**config.mk**
```make
export PLATFORM = sky130hd
export DESIGN_NAME = mfb_ram
export DESIGN_NICKNAME = d
export VERILOG_FILES = /design/src/rtl/mfb_ram.sv
export SDC_FILE = /design/constraint.sdc
export NUM_CORES = 2
export LEC_CHECK = 0
export BUFFER_PORTS_ARGS = -buffer_cell sky130_fd_sc_hd__buf_2
export CORE_MARGIN = 10
export CORE_UTILIZATION = 50
export CTS_CLUSTER_DIAMETER = 50
export DETAILED_ROUTE_END_ITERATION = 6
export PLACE_DENSITY = 0.68
export SETUP_SLACK_MARGIN = 0.4
export SLEW_MARGIN = 30
export SYNTH_ARGS = -nofsm -noshare
export SYNTH_HDL_FRONTEND = slang
export SYNTH_SLANG_ARGS = --single-unit
```
**constraint.sdc**
```tcl
create_clock -name clk -period 2.4 [get_ports clk]
set_input_delay 0.48 -clock clk [delete_from_list [all_inputs] [get_ports clk]]
set_output_delay 0.48 -clock clk [all_outputs]
set_load 0.02 [all_outputs]
```
**src/rtl/mfb_ram.sv**
```systemverilog
`timescale 1ns / 1ps
// ----------------------------------------------------------------------------
// mfb_ram
// Generic single-write, single-read synchronous RAM with registered read data.
// ----------------------------------------------------------------------------
module mfb_ram #(
  parameter int WIDTH = 8,
  parameter int DEPTH = 256,
  localparam int AW = $clog2(DEPTH)
) (
  input  logic             clk,
  input  logic             we,
  input  logic [AW-1:0]    waddr,
  input  logic [WIDTH-1:0] wdata,
  input  logic [AW-1:0]    raddr,
  output logic [WIDTH-1:0] rdata
);

  logic [WIDTH-1:0] mem [DEPTH];

  always_ff @(posedge clk) begin
    if (we) begin
      mem[waddr] <= wdata;
    end
    rdata <= mem[raddr];
  end

endmodule

```
# --- Word level (Yosys, flattened, before mapping) ---
# Memories as Yosys holds them, arrays and structs flattened. A register that Yosys moved wholly into a read port is not among the register bits.
# Index checks and enable logic that the tools add are counted.
totals:
  output_inout_bits: 8
  n_memories: 1
  mem_bits_rw: 2048
  word_cells: 3
  ff_bits: 0
  in_bits: 26
memory_table:
  columns: ["name", "depth", "width", "read_ports", "rd_clocked_by_memory_dff", "wr", "line", "rtl"]
  rows:
  - ["mem", 256, 8, 1, 1, 1, "19", "logic [WIDTH-1:0] mem [DEPTH];"]
op_classes:
  n_mux: 2
op_table:
  columns: ["op", "count"]
  rows:
  - ["$mux 1", 2]

# --- Longest topological paths before layout ---
depth:
  word_depth: 2
  ltp_mapped: 11
  depth_no_buf: 6

# --- Worst setup path before layout ---
# OpenSTA, ideal clock, no wires.
synth_timing:
  path_type: "input to register"
  startpoint: "input raddr[0]"
  endpoint: "register rdata[2], read port of mem"
  stages: 9
  setup_time_ps: 131
  required_time_ps: 2269
  arrival_ps: 2287
  path_buffers: 4
  setup_slack_ps: -18
  path_cell_list: "buf_6 > buf_12 > buf_8 > buf_2 > mux4_2 > a22oi_1 > a21oi_1 > nor4_1 > nor4_2"
synth_rtl:
  columns: ["element", "line", "rtl"]
  rows:
  - ["from (decl)", "15", "input logic [AW-1:0] raddr,"]
  - ["to (decl)", "16", "output logic [WIDTH-1:0] rdata"]

==> impl_results.md <==
* Die Span X at 419 um
* Number of synthesis warnings at 0
* # nets final at roughly 4,400
* Synth Flop Type: edfxtp_1
* Power share of the clock group at 41.6%
* CTS Buf Count at 204
* # setup viols final at 0
* Register area share after synthesis at 77.5%
* Iter 0 DRT Violations at 4,700
* Max Fclk at 418 MHz
* Hold/Removal Path Class: input pin to register
* Max FO, Critical Path at 1
* Top post-synthesis cells by count: 2,048 x edfxtp_1, 454 x mux4_2, 282 x nor2_1, 134 x mux2i_1, 133 x a22oi_1
* Area delta synth->final at 19.1%
* Vias at between 40,000 and 50,000
* Port Buffers at 33
* Power Density at 796 nW/um^2
* Area occupied by multi-input gates at between 15,000 and 20,000 sq um
* Critical Path Max Stage Delay at between 0.5 and 0.6 ns
* Fin worst setup slack at 0.00946 ns
* Num rows at 146
* Most frequent CP cell: mux4_2
* Cells on worst reg2reg path at 6
* Final core occ at 59.9%
* Psw at 16,000 uW
* Via/cell ratio at 6.26
* Root Buffer: clkbuf_16
* Skew final at around 0.025 ns
* RSZ-0062 raised after global routing: yes
* CTS tree: built
* Post-layout min period at between 2 and 2.5 ns
* CP cell instances: mux4_2 -> mux4_2 -> nor2b_4 -> nor4_4 -> buf_4 -> nor4_2
* Fin crit share at approximately 100%
* Wirelength per Cell at 30.1 um
* Cell depth of the worst hold path at 1
* Int Pwr at 59,400 uW
* Post-Syn Instances at 3,733
* Count leader, synth: edfxtp_1
* Synth async-reset ratio at 0%
* Final Non-Filler Cells at 6,603
* Hold Vio Cnt, Final at 0
* Setup CP Type: register to register
* R2R Path End: rdata[0]
* Synth cell types at 55
* Remaining Overflow, GRT at 0
* Post-Syn Nets at 3,759
* Filler Cell Count at 11,007
* FF+latch count, synth at 2,056
* Hold wc startpoint: wdata[1]
* All-Layer GR Usage at 22.7%
* # IOs at 34
* DRC Markers at 0
* Vias in the first global route at 41,309
* Crit path DAT at between 3 and 4 ns
* FF/Latch Area at just over 60,000 sq um
* Sw Share at about a fifth
* CP max-delay cell: mux4_2
* Placed cells at 6,221
* Core box area at 158,000 sq um
* Routed WL at a little under 200 mm
* Die area at between 150,000 and 200,000 sq um
* Antenna violations before repair at 9
* H-tree Lvls at 4
* Synth area leader: edfxtp_1
* CP Capture Type: register
* Mapped cell area at just under 80,000 sq um
* Worst hold margin at 0.0787 ns
* Combinational fraction of design power at 5.7%
* R2R Setup Slk at 0.009 ns
* Antenna-violating nets left at 0
* Status: finished clean
* Synth Area per Inst at 21.3 sq um
* Flop pwr share at 52.6%
* Dpl ws at -1.25 ns
* First-pass GRT wire length at 290 mm
* HPWL Detailed at ~130 mm
* Lkg Pwr at 0.0303 uW
* Largest net degree at the start of global routing at between 90 and 100
* First-pass iteration count of the detailed router at 6
* Proportion of layout cells with a drive suffix above 1 at 34.7%
* Post-synth top area share at 77.3%
* Clk slew on worst S/H paths at 0.06 ns
* Slew headroom at 35.4%
* GP Congestion at 0.886
* Least-Margin Pin Slew at around 0.97 ns
* Initial cell density of the core at 50.3%
* Critical Path RT at around 3.1 ns
* Pins Over Slew Limit at 0
* Chip height at 419 um
* Max-cap check violation count at 0
* Clk sinks at 2,056
* Hold Path End: mem[134][1]
* Post-CTS setup buffers at 0
* Clock latency on the worst-skew pair at between 0.8 and 0.9 ns
* Max VDD drop at 0.879 mV
* Hold_buf cts at 0
* Post-synth EDFFs at 2,048
* RR Startpoint: mem[82][0]
* CTS max path bufs at 3
* Synth area leaders: edfxtp_1 77%, mux4_2 13%, mux2i_1 1.7%, nor2_1 1.3%, a22oi_1 1.3%
* Startpoint Class: register
critical path, delay by kind of cell, from the launching register on:
kind	cells	cell delay (ns)
buffers and inverters	1	0.20
muxes	2	1.01
DFF	1	0.37
and+or+nand+nor	3	0.68
layout by cell type, fill, tap and decap left out, types with 11 or more instances in the layout:
| cell | n |
|---|---|
| nor3_1 | 16 |
| clkbuf_16 | 207 |
| nor2b_1 | 26 |
| nor4_1 | 11 |
| nor2_4 | 103 |
| nor2_1 | 177 |
| o221ai_1 | 44 |
| buf_2 | 21 |
| a22oi_1 | 130 |
| bufinv_16 | 19 |
| a21oi_1 | 91 |
| clkinv_2 | 31 |
| nand2_1 | 33 |
| buf_12 | 92 |
| mux2i_1 | 134 |
| clkinv_1 | 49 |
| buf_4 | 520 |
| o22ai_1 | 28 |
| mux4_2 | 454 |
| edfxtp_1 | 2048 |
| clkbuf_1 | 40 |
| nand3_1 | 24 |
through the flow:
stage	cell area, sq um	power (uW)	TNS, ns
floorplan	80700	42400	0
global placement	87600	44600	-8.74
detailed placement	87600	44600	-8.12
CTS	94600	75700	0
global route	94700	77400	-0.0141
finish	94700	75400	0
what timing repair did:
item | 4_1_cts | 5_1_grt
setup endpoints to repair | 13 | 8
gates cloned | 2 | 0
resized for setup | 50 | 29
pin swaps | 16 | 20
flip-flops by register name, indices dropped and copies added, names as in the netlist:
signal  cells
mem      2048
rdata       8
power groups by stage:
stage          clock, uW  combinational (uW)  sequential, uW
6_report           31400                4330           39700
4_1_cts            31700                4300           39700
3_3_place_gp           0                4140           40400
5_1_grt            33200                4540           39600
2_1_floorplan          0                2030           40400
3_5_place_dp           0                4200           40400
area by class of cell:
type                            instances  share of cell area [%]
Timing Repair Buffer                  651                    6.49
Inverter                                2                 0.00792
Sequential cell                      2056                    65.1
Multi-Input combinational cell       1442                    18.7
Clock inverter                        120                    1.27
Antenna cell                            8                  0.0211
Clock buffer                          252                    5.70
Tap cell                             2072                    2.74
worst max-delay path by stage:
stage	startpoint	end	slack [ns]	cells after the start
CTS	mem[82][0]	rdata[0]	0.02	6
detailed placement	raddr[0]	rdata[0]	-1.25	10
global route	mem[82][0]	rdata[0]	-0.01	6
finish	mem[82][0]	rdata[0]	0.009	6
global placement	raddr[0]	rdata[0]	-1.27	10
floorplan	raddr[0]	rdata[0]	0.10	9
cells by family after synthesis:
group / after synthesis / share of synthesized area [%]
flops: 2056 / 77.5
mux: 591 / 14.6
compound gates: 385 / 3.42
simple gates: 466 / 2.63
buf+inv: 235 / 1.83
metal layers:
metal | wire length (um) | track usage, % | share of wire, %
met1 | 78400 | 31.8 | 39
met3 | 17000 | 4.02 | 8.6
met4 | 7100 | 8.41 | 3.6
met2 | 96100 | 35.8 | 48
met5 | 13 | 0 | 0.0065
(Power assumes the default switching activity.)
